--- src/rhd_pkg.sv ---
package rhd_pkg;

   // Bytes per finger record and the touch payload header.
   localparam int unsigned FingerBytes = 7;
   localparam logic [7:0]  TouchHeader = 8'h32;
   localparam logic [7:0]  HeaderLen   = 8'd4;
   localparam logic [7:0]  PosSat      = 8'hff;

   typedef enum logic [1:0] {
      CSR_KEYS_ID     = 2'd0,
      CSR_TOUCH_ID    = 2'd1,
      CSR_SKIP_PREFIX = 2'd2,
      CSR_MOUSE_MASK  = 2'd3
   } csr_index_type;

   typedef enum logic {
      EVENT_KEY   = 1'b0,
      EVENT_TOUCH = 1'b1
   } event_kind_type;

   typedef struct packed {
      event_kind_type     event_kind;
      logic [15:0]        key_bits;
      logic               mouse_button;
      logic               slot_index;
      logic               finger_down;
      logic [12:0]        pos_x;
      logic signed [13:0] pos_y_inverted;
      logic [7:0]         contact_major;
      logic [7:0]         contact_minor;
      logic [7:0]         contact_pressure;
      logic [2:0]         contact_angle;
   } result_type;

endpackage

--- src/remote_hid_report_decoder_core.sv ---
// Remote HID report decoder. Report bytes enter on the req stream one word
// per cycle, id first, tlast on the final byte. A report whose id matches the
// keys id gives one key word result; one whose id matches the touch id and
// carries a well-formed touch payload gives MAX_FINGERS slot results, after
// the key result when both ids match. Results leave on the rsp stream one word
// per cycle while rsp_tready is high, tlast on the last result of a report.
// A report's results are built in the cycle after its last byte from the
// byte-state registers and loaded into a result bundle of MAX_FINGERS+1
// entries; the input stalls only while a finished report waits for the bundle
// to drain. Configuration is written through csr_wen/csr_index/csr_wdata; the
// user must do so only while the stream is idle, as the block does not check it.
module remote_hid_report_decoder_core
   import rhd_pkg::*;
#(
   parameter int unsigned MAX_FINGERS = 2
) (
   input  logic        clock,
   input  logic        reset,

   input  logic        csr_wen,
   input  logic [1:0]  csr_index,
   input  logic [15:0] csr_wdata,

   input  logic        req_tvalid,
   output logic        req_tready,
   input  logic [7:0]  req_tdata,   // report_byte [7:0]
   input  logic        req_tlast,   // end_of_report

   output logic        rsp_tvalid,
   input  logic        rsp_tready,
   // key_bits [15:0], mouse_button [16], slot_index [17], finger_down [18],
   // pos_x [31:19], pos_y_inverted [45:32], contact_major [53:46],
   // contact_minor [61:54], contact_pressure [69:62], contact_angle [72:70]
   output logic [79:0] rsp_tdata,
   output logic        rsp_tuser,   // event_kind
   output logic        rsp_tlast    // last_of_run
);

   localparam int unsigned StoreLen  = MAX_FINGERS * FingerBytes;
   localparam int unsigned StoreIdxW = $clog2(StoreLen);
   localparam int unsigned NumRes    = MAX_FINGERS + 1;
   localparam int unsigned ResIdxW   = $clog2(NumRes);
   localparam int unsigned ResCntW   = $clog2(NumRes + 1);

   // configuration
   logic [7:0]  keys_id_ff;
   logic [7:0]  touch_id_ff;
   logic        skip_ff;
   logic [15:0] mouse_mask_ff;

   // byte state
   logic [7:0]  pos_ff;
   logic [7:0]  report_id_ff;
   logic [15:0] key_word_ff;
   logic [7:0]  header_ff;
   logic [7:0]  end_count_ff;
   logic        done_ff;
   logic        done_in;
   logic [7:0]  store_ff [StoreLen];

   // result bundle
   result_type         bundle_ff [NumRes];
   logic [ResIdxW-1:0] head_ff;
   logic [ResCntW-1:0] left_ff;

   logic                 req_fire;
   logic                 rsp_fire;
   logic                 bundle_load;
   logic [7:0]           skip_len;
   logic [7:0]           data_pos;
   logic [7:0]           touch_pos;
   logic [7:0]           pos_next;
   logic                 in_body;
   logic                 store_we;
   logic [StoreIdxW-1:0] store_idx;

   logic [7:0]           size;
   logic [7:0]           tsize;
   logic                 len_match;
   logic [ResCntW-1:0]   finger_count;
   logic                 key_hit;
   logic                 touch_hit;
   result_type           key_res;
   result_type           slot_res [NumRes];
   result_type           build [NumRes];
   logic [ResCntW-1:0]   load_count;
   result_type           cur;

   // ---------------------------------------------------------------- handshake
   assign rsp_tvalid  = (left_ff != '0);
   assign rsp_fire    = rsp_tvalid && rsp_tready;
   // load the bundle once the previous report's results are gone or leaving
   assign bundle_load = done_ff &&
                        ((left_ff == '0) || ((left_ff == ResCntW'(1)) && rsp_tready));
   // hold input while a finished report still waits for the bundle
   assign req_tready  = !done_ff || bundle_load;
   assign req_fire    = req_tvalid && req_tready;

   // ---------------------------------------------------------------- byte path
   always_comb begin
      skip_len  = skip_ff ? 8'd2 : 8'd0;
      data_pos  = pos_ff - 8'd1;
      touch_pos = data_pos - skip_len;
      pos_next  = (pos_ff != PosSat) ? pos_ff + 8'd1 : pos_ff;
      in_body   = (pos_ff != 8'd0) && (pos_ff != PosSat);
      store_we  = req_fire && in_body && (data_pos >= skip_len) &&
                  (touch_pos >= HeaderLen) &&
                  ((touch_pos - HeaderLen) < 8'(StoreLen));
      store_idx = StoreIdxW'(touch_pos - HeaderLen);
      done_in   = req_fire ? req_tlast : (done_ff && !bundle_load);
   end

   always_ff @(posedge clock) begin
      if (reset) begin
         keys_id_ff    <= 8'd251;
         touch_id_ff   <= 8'd252;
         skip_ff       <= 1'b0;
         mouse_mask_ff <= 16'h0800;
         pos_ff        <= 8'd0;
         report_id_ff  <= 8'd0;
         key_word_ff   <= 16'd0;
         header_ff     <= 8'd0;
         done_ff       <= 1'b0;
      end else begin
         if (csr_wen) begin
            unique case (csr_index_type'(csr_index))
               CSR_KEYS_ID:     keys_id_ff    <= csr_wdata[7:0];
               CSR_TOUCH_ID:    touch_id_ff   <= csr_wdata[7:0];
               CSR_SKIP_PREFIX: skip_ff       <= csr_wdata[0];
               CSR_MOUSE_MASK:  mouse_mask_ff <= csr_wdata;
               default: ;
            endcase
         end
         if (req_fire) begin
            if (pos_ff == 8'd0) begin
               report_id_ff <= req_tdata;
               key_word_ff  <= 16'd0;
            end else if (in_body) begin
               if (data_pos == 8'd0) key_word_ff[15:8] <= req_tdata;
               if (data_pos == 8'd1) key_word_ff[7:0]  <= req_tdata;
               if ((data_pos >= skip_len) && (touch_pos == 8'd0)) header_ff <= req_tdata;
            end
            // restart the count on the last byte
            pos_ff <= req_tlast ? 8'd0 : pos_next;
         end
         done_ff <= done_in;
      end
   end

   always_ff @(posedge clock) begin
      if (req_fire) end_count_ff <= pos_next;
      if (store_we) store_ff[store_idx] <= req_tdata;
   end

   // ---------------------------------------------------------------- decode
   always_comb begin
      size      = end_count_ff - 8'd1;
      tsize     = size - skip_len - HeaderLen;
      len_match = 1'b0;
      finger_count = '0;
      // finger payload must be a whole number of records, at most MAX_FINGERS
      for (int k = 0; k <= int'(MAX_FINGERS); k++) begin
         if (tsize == 8'(k * FingerBytes)) begin
            len_match    = 1'b1;
            finger_count = ResCntW'(k);
         end
      end
      key_hit   = (report_id_ff == keys_id_ff);
      touch_hit = (report_id_ff == touch_id_ff) && (end_count_ff != PosSat) &&
                  (size >= skip_len + HeaderLen) && (header_ff == TouchHeader) &&
                  len_match;

      key_res              = '0;
      key_res.event_kind   = EVENT_KEY;
      key_res.key_bits     = key_word_ff;
      key_res.mouse_button = |(key_word_ff & mouse_mask_ff);
   end

   for (genvar s = 0; s < MAX_FINGERS; s++) begin : g_slot
      logic [FingerBytes-1:0][7:0] fbytes;
      for (genvar j = 0; j < FingerBytes; j++) begin : g_byte
         assign fbytes[j] = store_ff[s * FingerBytes + j];
      end
      rhd_slot_decode u_slot (
         .slot_used    (ResCntW'(s) < finger_count),
         .slot_num     (1'(s)),
         .finger_bytes (fbytes),
         .slot_result  (slot_res[s])
      );
   end
   assign slot_res[MAX_FINGERS] = '0;

   // pack the key result first, then the slots
   always_comb begin
      build[0] = key_hit ? key_res : slot_res[0];
      for (int e = 1; e < int'(NumRes); e++) begin
         build[e] = key_hit ? slot_res[e-1] : slot_res[e];
      end
      load_count = ResCntW'(key_hit) + (touch_hit ? ResCntW'(MAX_FINGERS) : '0);
   end

   // ---------------------------------------------------------------- bundle
   always_ff @(posedge clock) begin
      if (reset) begin
         left_ff <= '0;
         head_ff <= '0;
      end else if (bundle_load) begin
         left_ff <= load_count;
         head_ff <= '0;
      end else if (rsp_fire) begin
         left_ff <= left_ff - ResCntW'(1);
         head_ff <= head_ff + ResIdxW'(1);
      end
   end

   always_ff @(posedge clock) begin
      if (bundle_load) begin
         for (int e = 0; e < int'(NumRes); e++) bundle_ff[e] <= build[e];
      end
   end

   assign cur       = bundle_ff[head_ff];
   assign rsp_tdata = {7'd0, cur.contact_angle, cur.contact_pressure, cur.contact_minor,
                       cur.contact_major, cur.pos_y_inverted, cur.pos_x, cur.finger_down,
                       cur.slot_index, cur.mouse_button, cur.key_bits};
   assign rsp_tuser = cur.event_kind;
   assign rsp_tlast = (left_ff == ResCntW'(1));

   // ---------------------------------------------------------------- checks
   a_touch_no_key: assert property (@(posedge clock) disable iff (reset)
      (rsp_tvalid && rsp_tuser) |-> (rsp_tdata[16:0] == 17'd0))
      else $error("touch result carries key bits");

   a_up_is_zero: assert property (@(posedge clock) disable iff (reset)
      (rsp_tvalid && !rsp_tdata[18]) |-> (rsp_tdata[72:19] == 54'd0))
      else $error("released result carries contact data");

   a_left_bound: assert property (@(posedge clock) disable iff (reset)
      left_ff <= ResCntW'(NumRes))
      else $error("bundle count out of range");

   a_run_ends: assert property (@(posedge clock) disable iff (reset)
      (rsp_fire && rsp_tlast && !bundle_load) |=> !rsp_tvalid)
      else $error("result after last of run");

   a_state_held: assert property (@(posedge clock) disable iff (reset)
      (done_ff && !bundle_load) |=> ($stable(report_id_ff) && $stable(key_word_ff)))
      else $error("report state changed before decode");

endmodule

--- src/rhd_slot_decode.sv ---
module rhd_slot_decode
   import rhd_pkg::*;
(
   input  logic                        slot_used,
   input  logic                        slot_num,
   input  logic [FingerBytes-1:0][7:0] finger_bytes,
   output result_type                  slot_result
);

   logic [11:0] raw_x;
   logic [11:0] raw_y;
   logic [12:0] wrap_x;
   logic [12:0] wrap_y;
   logic        down;

   always_comb begin
      raw_x  = {finger_bytes[1][3:0], finger_bytes[0]};
      raw_y  = {finger_bytes[2], finger_bytes[1][7:4]};
      // below 0x800 wraps up by 0x1000: bit 12 is the inverse of bit 11
      wrap_x = {~raw_x[11], raw_x};
      wrap_y = {~raw_y[11], raw_y};
      down   = slot_used && (finger_bytes[4] != 8'd0);

      slot_result            = '0;
      slot_result.event_kind = EVENT_TOUCH;
      slot_result.slot_index = slot_num;
      if (down) begin
         slot_result.finger_down      = 1'b1;
         slot_result.pos_x            = wrap_x;
         slot_result.pos_y_inverted   = 14'(14'd0 - {1'b0, wrap_y});
         slot_result.contact_major    = finger_bytes[3];
         slot_result.contact_minor    = finger_bytes[5];
         slot_result.contact_pressure = finger_bytes[4];
         slot_result.contact_angle    = finger_bytes[6][7:5];
      end
   end

endmodule

--- config.mk ---
export PLATFORM = sky130hd
export DESIGN_NAME = remote_hid_report_decoder_core
export DESIGN_NICKNAME = d
export VERILOG_FILES = /design/src/rhd_pkg.sv /design/src/remote_hid_report_decoder_core.sv /design/src/rhd_slot_decode.sv
export SDC_FILE = /design/constraint.sdc
export NUM_CORES = 1
export LEC_CHECK = 0
export BUFFER_PORTS_ARGS = -buffer_cell sky130_fd_sc_hd__buf_2
export CAP_MARGIN = 10
export CORE_ASPECT_RATIO = 1.75
export CORE_MARGIN = 10
export CORE_UTILIZATION = 40
export DETAILED_ROUTE_END_ITERATION = 6
export HOLD_SLACK_MARGIN = 0.02
export PLACE_DENSITY = 0.61
export SLEW_MARGIN = 10
export SYNTH_ARGS = -nofsm -noshare
export SYNTH_HDL_FRONTEND = slang
export SYNTH_SLANG_ARGS = --single-unit
--- constraint.sdc ---
create_clock -name clock -period 9.6 [get_ports clock]
set_input_delay 1.44 -clock clock [delete_from_list [all_inputs] [get_ports clock]]
set_output_delay 1.44 -clock clock [all_outputs]
set_load 0.02 [all_outputs]
==> results.py, run 1 <==
metrics = {
    "run_status": {
        "status": "finished, final reports clean",
    },
    "synthesis": {
        "async_flop_share_pct": 0,
        "synth-seq-cells": 371,
        "synth_compound_area_share_pct": 9.34,
        "synth.top_cell.area_share_pct": 53.4,
        "synthXorXnorAreaFrac_pct": 3.00,
        "synthAdderAreaFrac_pct": 1.35,
        "synth.distinct_cells": 65,
        "synth_top_family_by_area": "simple AND/OR/NAND/NOR gates",
        "ys.flop_type": "edfxtp_1",
        "yosys-top-cells-count": "edfxtp_1, nand2_1, and3_1, dfxtp_1, o21ai_0",
        "synth_mux_area_share_pct": 4.05,
        "synth.avg_cell_area_um2": 12.0,
        "synth_largest_area_cell": "edfxtp_1",
        "synth-simple-area-share_pct": 15.8,
        "yosysWarnings": 0,
        "seq_area_frac_synth_pct": 63.2,
        "synthCells": 1368,
        "netlist_area_mm2": 0.0164,
        "synth_edf_count": 291,
        "synth_area_leaders": "edfxtp_1, dfxtp_1, and3_1",
        "post-synth-top-count-cell": "edfxtp_1",
    },
    "critical_path": {
        "worstPathMaxFanout": 27,
        "reg2regPathDepth": 14,
        "worst-path-stages": 14,
        "cp_top_family": "compound AO/OA/AOI/OAI gates",
        "start_kind": "register",
        "cp_cell_sequence": "inv_1 > ha_1 > inv_1 > ha_1 > inv_1 > fa_1 > xor2_1 > nand3_1 > a21oi_2 > nand3_1 > a211oi_4 > buf_4 > inv_1 > o22ai_1",
        "crit_start": "end_count_ff[0]$_DFFE_PP_",
        "critPathBufInv": 5,
        "arrival_ns": 5.20,
        "r2r_end": "bundle_ff[1][39]$_DFFE_PP_",
        "required_ns": 9.94,
        "end_kind": "register",
        "cp-endpoint": "bundle_ff[1][39]$_DFFE_PP_",
        "worst_path_largest_cell_delay_ns": 0.75,
        "timing.rr.start": "end_count_ff[0]$_DFFE_PP_",
        "crit_type": "register to register",
        "crit_top_cell": "inv_1",
        "cp_slowest_cell": "a211oi_4",
        "r2r_slack_ns": 4.74,
    },
    "floorplanning": {
        "std_cell_rows": 98,
        "io_pins": 116,
        "die_area_mm2": 0.0497,
        "start_util_pct": 40.2,
        "die_x_um": 173,
        "core_mm2": 0.0407,
        "dieHeight_um": 288,
    },
    "cells_and_area": {
        "drive_above_1_share_pct": 13.6,
        "nFillCells": 3822,
        "multi_input_area_mm2": 0.00559,
        "nets": 1493,
        "area_growth_pct": 13.0,
        "n_antenna_cell": 0,
        "area.sequential_mm2": 0.0103,
    },
    "pwr": {
        "p_int_w": 0.00272,
        "p_clk_share_pct": 36.0,
        "swShare_pct": 26.1,
        "p_leak_nw": 6.56,
        "pwr-share-comb_pct": 13.7,
        "p_per_area_mw_per_mm2": 199,
        "irDropWorstVdd_uv": 128,
        "switchingPower_w": 0.000964,
        "power_frac_seq_pct": 50.3,
    },
    "clock_network": {
        "cts_tree": "done",
        "cts_sinks": 371,
        "h-tree-depth": 2,
        "cts_setup_buffers": 0,
        "clockRootBuffer": "clkbuf_16",
        "clk_latency_ns": 0.52,
        "cts_hold_buf": 0,
        "clk_path_buf_depth": 3,
        "postCtsResizedCells": 0,
        "numCtsBuffers": 34,
        "path_clk_slew_ns": 0.07,
    },
    "routing": {
        "viasPerCell": 5.29,
        "ant_nets": 0,
        "drtIter0Drc": 728,
        "drt_wl_total_um": 40400,
        "post_drt_wl_per_cell_um": 20.0,
        "firstDrtPassIters": 5,
        "vias": 10700,
        "drc": 0,
    },
    "timing": {
        "setup_viol": 0,
        "relSlewSlack_pct": 16.3,
        "fin_crit_ns": 4.86,
        "slew_violations": 0,
        "fin_worst_skew_ns": 0.0220,
        "hold_violations": 0,
        "tightest_slew_ns": 1.25,
        "rsz0062_at_grt": "no",
        "fin_ws_ns": 4.74,
        "period_share_pct": 50.7,
        "fin_tns_setup_ns": 0,
        "fmax_ghz": 0.206,
    },
    "min_path": {
        "worstHoldPathCells": 2,
        "hold_class": "register to register",
    },
    "place": {
        "dp_hpwl_um": 27300,
        "place_ws_ns": 4.76,
        "gp_congestion": 0.833,
        "io_buffer_count": 108,
    },
    "grt": {
        "grt_max_degree": 189,
        "grt_pass1_vias": 10800,
        "grt_first_pass_wirelength_um": 61600,
        "overflow": 0,
        "antenna_found_initial": 0,
        "track_usage_pct": 15.7,
    },
    "flow_run": {
        "cap_violations": 0,
    },
}
==> metrics by stage <==
step                      cell area [µm²]  util, %  instances  hold slack [ns]  total power [W]
after floorplan                     16400        -       1374            0.436          0.00222
after global placement              17400     42.8       1958            0.446          0.00240
after detailed placement            17400     42.8       1958            0.450          0.00241
after CTS                           18500     45.4       2016            0.458          0.00373
after global routing                18500     45.4       2016            0.479          0.00383
final                               18500     45.4       2016            0.457          0.00369
==> layout make-up <==
| cell class | instances | area share, % |
|---|---|---|
| clock buffer | 43 | 4.90 |
| clock inverter | 15 | 0.853 |
| inverter | 27 | 0.548 |
| multi-input combinational | 882 | 30.2 |
| sequential | 371 | 56.0 |
| tap | 550 | 3.72 |
| timing repair buffer | 128 | 3.80 |
==> state kept, by name, indices dropped and copies added (netlist names), 8 cells and up, named ones only <==
signal         count
mouse_mask_ff     16
report_id_ff       8
key_word_ff       16
end_count_ff       8
keys_id_ff         8
store_ff         102
header_ff          8
touch_id_ff        8
pos_ff             8
bundle_ff        181
==> kinds of logic (layout without fill, tap and decap cells) <==
family                     after synthesis  count (layout)
and+or+nand+nor                        506             506
DFF                                    371             371
AOI/OAI and AO/OA                      230             230
buffers and inverters                  121             213
muxes                                   66              66
xor gates and xnor gates                56              56
adders and majority gates               17              17
other                                    1               7
==> power by group through the flow <==
| stage | logic [W] | clock network (W) | registers, W |
|---|---|---|---|
| 2_1_floorplan | 0.000346 | 0 | 0.00188 |
| 3_3_place_gp | 0.000508 | 0 | 0.00189 |
| 3_5_place_dp | 0.000515 | 0 | 0.00189 |
| 4_1_cts | 0.000516 | 0.00136 | 0.00186 |
| 5_1_grt | 0.000550 | 0.00142 | 0.00186 |
| 6_report | 0.000504 | 0.00133 | 0.00185 |
==> routing by layer <==
metal,wire [µm],part of all wire [%],track usage (%),vias up
li1,-,-,-,5133
met1,15100,37,16.2,5230
met2,22400,56,30.9,243
met3,1300,3.2,1.95,68
met4,1540,3.8,6.97,0
met5,0,0,0,-
==> placed cells by master, fill, tap and decap left out, drive strengths merged, types with 4 or more instances in the layout <==
master | netlist | routed
nor3 | 31 | 31
o22ai | 4 | 4
buf | 28 | 128
o21a | 4 | 4
nor2 | 74 | 74
nand2 | 168 | 168
xnor2 | 23 | 23
nand2b | 18 | 18
a211oi | 6 | 6
a31oi | 5 | 5
ha | 16 | 16
nand4 | 6 | 6
nor4 | 16 | 16
nand3b | 11 | 11
and3 | 110 | 110
a211o | 8 | 8
dfxtp | 80 | 80
xor2 | 33 | 33
o21ai | 76 | 76
a22oi | 15 | 15
clkbuf | 66 | 43
and2 | 20 | 20
nand3 | 13 | 13
a22o | 52 | 52
edfxtp | 291 | 291
a21oi | 40 | 40
or4 | 6 | 6
conb | 1 | 7
mux2i | 64 | 64
clkinv | 0 | 8
nor2b | 13 | 13
inv | 27 | 30
==> how the worst min path moves through the flow <==
stage / startpoint / slack [ns] / endpoint
floorplan: mouse_mask_ff[14]$_SDFFE_PP0P_ / 0.44 / mouse_mask_ff[14]$_SDFFE_PP0P_
global placement: mouse_mask_ff[8]$_SDFFE_PP0P_ / 0.45 / mouse_mask_ff[8]$_SDFFE_PP0P_
detailed placement: mouse_mask_ff[2]$_SDFFE_PP0P_ / 0.45 / mouse_mask_ff[2]$_SDFFE_PP0P_
CTS: mouse_mask_ff[8]$_SDFFE_PP0P_ / 0.46 / mouse_mask_ff[8]$_SDFFE_PP0P_
global route: mouse_mask_ff[8]$_SDFFE_PP0P_ / 0.48 / mouse_mask_ff[8]$_SDFFE_PP0P_
finish: mouse_mask_ff[8]$_SDFFE_PP0P_ / 0.46 / mouse_mask_ff[8]$_SDFFE_PP0P_
==> tightest hold or removal path, delay by kind of cell (launching register included) <==
family	cells	cell delay [ns]
simple gates	1	0.05
compound gates	1	0.05
flops	1	0.31
Note: power is estimated with default switching activity, not from simulation.
==> run 2, diff against run 1 <==
--- a/config.mk
+++ b/config.mk
@@ -5,6 +5,7 @@
 export SDC_FILE = /design/constraint.sdc
 export NUM_CORES = 1
 export LEC_CHECK = 0
+export ABC_AREA = 1
 export BUFFER_PORTS_ARGS = -buffer_cell sky130_fd_sc_hd__buf_2
 export CAP_MARGIN = 10
 export CORE_ASPECT_RATIO = 1.75
==> constraint.sdc (replaced) <==
create_clock -name clock -period 4.9 [get_ports clock]
set_input_delay 0.735 -clock clock [delete_from_list [all_inputs] [get_ports clock]]
set_output_delay 0.735 -clock clock [all_outputs]
set_load 0.02 [all_outputs]
==> run 2 against run 1 <==
Against the previous run: clock skew decreased by 0.0016 ns; maximum frequency increased by 29%; critical path type unchanged; area after synthesis increased by 3.3%; sequential power increased by 95%; critical path depth unchanged; global-route usage increased by 1.4 points; via count increased by 19%; non-clock buffer count increased by 4; cell count increased by 23%; setup slack got worse by 3.6 ns.
==> results.py, run 2 <==
metrics = {
    "clock_network": {
        "clk_path_buf_depth": 3,
        "postCtsResizedCells": 0,
        "clk_latency_ns": 0.54,
        "h-tree-depth": 2,
        "cts_tree": "done",
        "clockRootBuffer": "clkbuf_16",
        "numCtsBuffers": 35,
        "path_clk_slew_ns": 0.07,
        "cts_hold_buf": 0,
        "cts_sinks": 371,
        "cts_setup_buffers": 0,
    },
    "critical_path": {
        "worst_path_largest_cell_delay_ns": 0.58,
        "worstPathMaxFanout": 49,
        "start_kind": "register",
        "arrival_ns": 4.17,
        "cp_slowest_cell": "nor2_4",
        "crit_type": "register to register",
        "cp_cell_sequence": "inv_1 > ha_1 > xor2_1 > inv_1 > fa_1 > or2_2 > nor2_1 > nand3_1 > nand2_1 > nand3_2 > nor2_4 > buf_12 > nand2_1 > nor2_1",
        "end_kind": "register",
        "required_ns": 5.29,
    },
    "flow_run": {
        "cap_violations": 0,
    },
    "pwr": {
        "power_frac_seq_pct": 48.5,
        "p_clk_share_pct": 37.5,
        "swShare_pct": 27.0,
        "total_power_w": 0.00742,
        "p_int_w": 0.00542,
        "pwr-share-comb_pct": 14.0,
        "switchingPower_w": 0.00200,
        "irDropWorstVdd_uv": 291,
        "p_leak_nw": 7.71,
        "p_per_area_mw_per_mm2": 389,
    },
    "grt": {
        "use_met2_pct": 33.4,
        "grt_max_degree": 117,
        "antenna_found_initial": 0,
        "grt_util_met3_pct": 2.15,
        "grt_first_pass_wirelength_um": 70300,
        "track_usage_pct": 17.1,
        "globalRouteMet1Util_pct": 17.9,
        "overflow": 0,
        "grt_pass1_vias": 13000,
        "busiest_layer": "met2",
    },
    "run_status": {
        "status": "finished, final reports clean",
    },
    "cells_and_area": {
        "fin_util_pct": 45.7,
        "drive_above_1_share_pct": 11.9,
        "largest_reg_flops": 181,
        "nets": 1951,
        "n_antenna_cell": 0,
        "largestRegisters": "bundle_ff (181), store_ff (102)",
        "top_register": "bundle_ff",
        "final_common_cell": "nand2_1",
        "area_growth_pct": 12.9,
        "final_cell_mix": "nand2_1, edfxtp_1, nor2_1, a21oi_1, inv_1",
    },
    "routing": {
        "drtIter0Drc": 787,
        "ant_nets": 0,
        "drt_wl_total_um": 44200,
        "post_drt_wl_per_cell_um": 17.8,
        "firstDrtPassIters": 5,
        "drc": 0,
        "viasPerCell": 5.11,
        "vias": 12700,
    },
    "timing": {
        "fin_crit_ns": 3.78,
        "tightest_slew_ns": 1.05,
        "fin_worst_skew_ns": 0.0205,
        "fmax_ghz": 0.264,
        "period_share_pct": 77.2,
        "rsz0062_at_grt": "no",
        "setup_viol": 0,
        "hold_violations": 0,
        "slew_violations": 0,
        "relSlewSlack_pct": 29.4,
        "fin_tns_setup_ns": 0,
    },
    "synthesis": {
        "synth_area_leaders": "edfxtp_1, dfxtp_1, nand2_1",
        "synth-seq-cells": 371,
        "synth_compound_area_share_pct": 6.73,
        "ys.flop_type": "edfxtp_1",
        "yosys-top-cells-count": "nand2_1, edfxtp_1, nor2_1, inv_1, a21oi_1",
        "netlist_area_mm2": 0.0169,
        "synthCells": 1815,
        "synth_edf_count": 291,
        "synth.top_cell.area_share_pct": 51.7,
        "yosysWarnings": 0,
        "synth_mux_area_share_pct": 0,
        "synth.avg_cell_area_um2": 9.31,
        "synth_largest_area_cell": "edfxtp_1",
        "synth_top_family_by_area": "simple AND/OR/NAND/NOR gates",
        "synthXorXnorAreaFrac_pct": 1.34,
        "synthAdderAreaFrac_pct": 1.30,
        "async_flop_share_pct": 0,
        "seq_area_frac_synth_pct": 61.2,
        "post-synth-top-count-cell": "nand2_1",
        "synth-simple-area-share_pct": 22.6,
        "synth.distinct_cells": 42,
    },
    "floorplanning": {
        "std_cell_rows": 99,
        "die_area_mm2": 0.0512,
        "start_util_pct": 40.5,
        "die_x_um": 175,
        "io_pins": 116,
        "core_mm2": 0.0417,
        "dieHeight_um": 292,
    },
    "min_path": {
        "hold_class": "input port to register",
    },
    "place": {
        "dp_hpwl_um": 29100,
        "gp_congestion": 0.854,
        "io_buffer_count": 108,
    },
}
==> run 2: cell types whose count changed after synthesis, moves of 110 or more <==
cell     change
nand2_1    +227
and3_1     -110
nor2_1     +213
a21oi_1    +129
nand3_1    +154
inv_1      +142
==> run 2: worst paths after layout <==
path,slack (ns),from,endpoint,cells past startpoint
worst max-delay path,1.12,end_count_ff[0]$_DFFE_PP_,bundle_ff[0][43]$_SDFFCE_PP0P_,14
worst min-delay path,0.42,csr_wdata[11],mouse_mask_ff[11]$_SDFFE_PP1P_,3
worst max register to register,1.12,end_count_ff[0]$_DFFE_PP_,bundle_ff[0][43]$_SDFFCE_PP0P_,14
worst min register to register,0.45,mouse_mask_ff[3]$_SDFFE_PP0P_,mouse_mask_ff[3]$_SDFFE_PP0P_,2
==> run 2: kinds of logic after synthesis <==
| logic type | Yosys count |
|---|---|
| AND/OR/NAND/NOR | 911 |
| adder cells (fa/ha/maj) | 17 |
| buffers and inverters | 271 |
| flip-flops | 371 |
| XOR/XNOR | 25 |
| other | 1 |
| AO/OA/AOI/OAI | 219 |
==> run 2: power groups by stage <==
stage | combinational [W] | sequential, W | clock [W]
after floorplan | 0.000679 | 0.00366 | 0
after global placement | 0.00104 | 0.00367 | 0
after detailed placement | 0.00105 | 0.00367 | 0
after CTS | 0.00106 | 0.00360 | 0.00283
after global routing | 0.00114 | 0.00361 | 0.00297
final | 0.00104 | 0.00360 | 0.00278
==> run 2: metal layers <==
layer,vias to the layer above,routed length [µm]
li1,6166,-
met1,6152,16300
met2,297,24800
met3,80,1660
met4,0,1380
met5,-,0
==> run 2: worst max-delay path, delay by kind of cell (launching register included) <==
family | cells | cell delay [ns]
xor+xnor | 1 | 0.28
buf+inv | 3 | 0.63
simple gates | 8 | 1.50
flops | 1 | 0.42
fa+ha+maj | 2 | 0.79
==> run 2: final cells by class <==
class	instances	area, µm²
clock buffer	45	943
timing repair buffer	132	746
clock inverter	17	214
multi-input combinational	1179	5450
inverter	183	687
sequential	371	10300
fill	4003	22700
tap	555	694
==> run 2: metrics by stage <==
step           instance area [µm²]  hold slack (ns)  instances  setup WS, ns
2_1_floorplan                16900            0.430       1821         0.551
5_1_grt                      19100            0.452       2482         0.685
4_1_cts                      19100            0.405       2482          1.06
3_3_place_gp                 17900            0.445       2420          1.07
3_5_place_dp                 17900            0.447       2420          1.04
6_report                     19100            0.416       2482          1.12
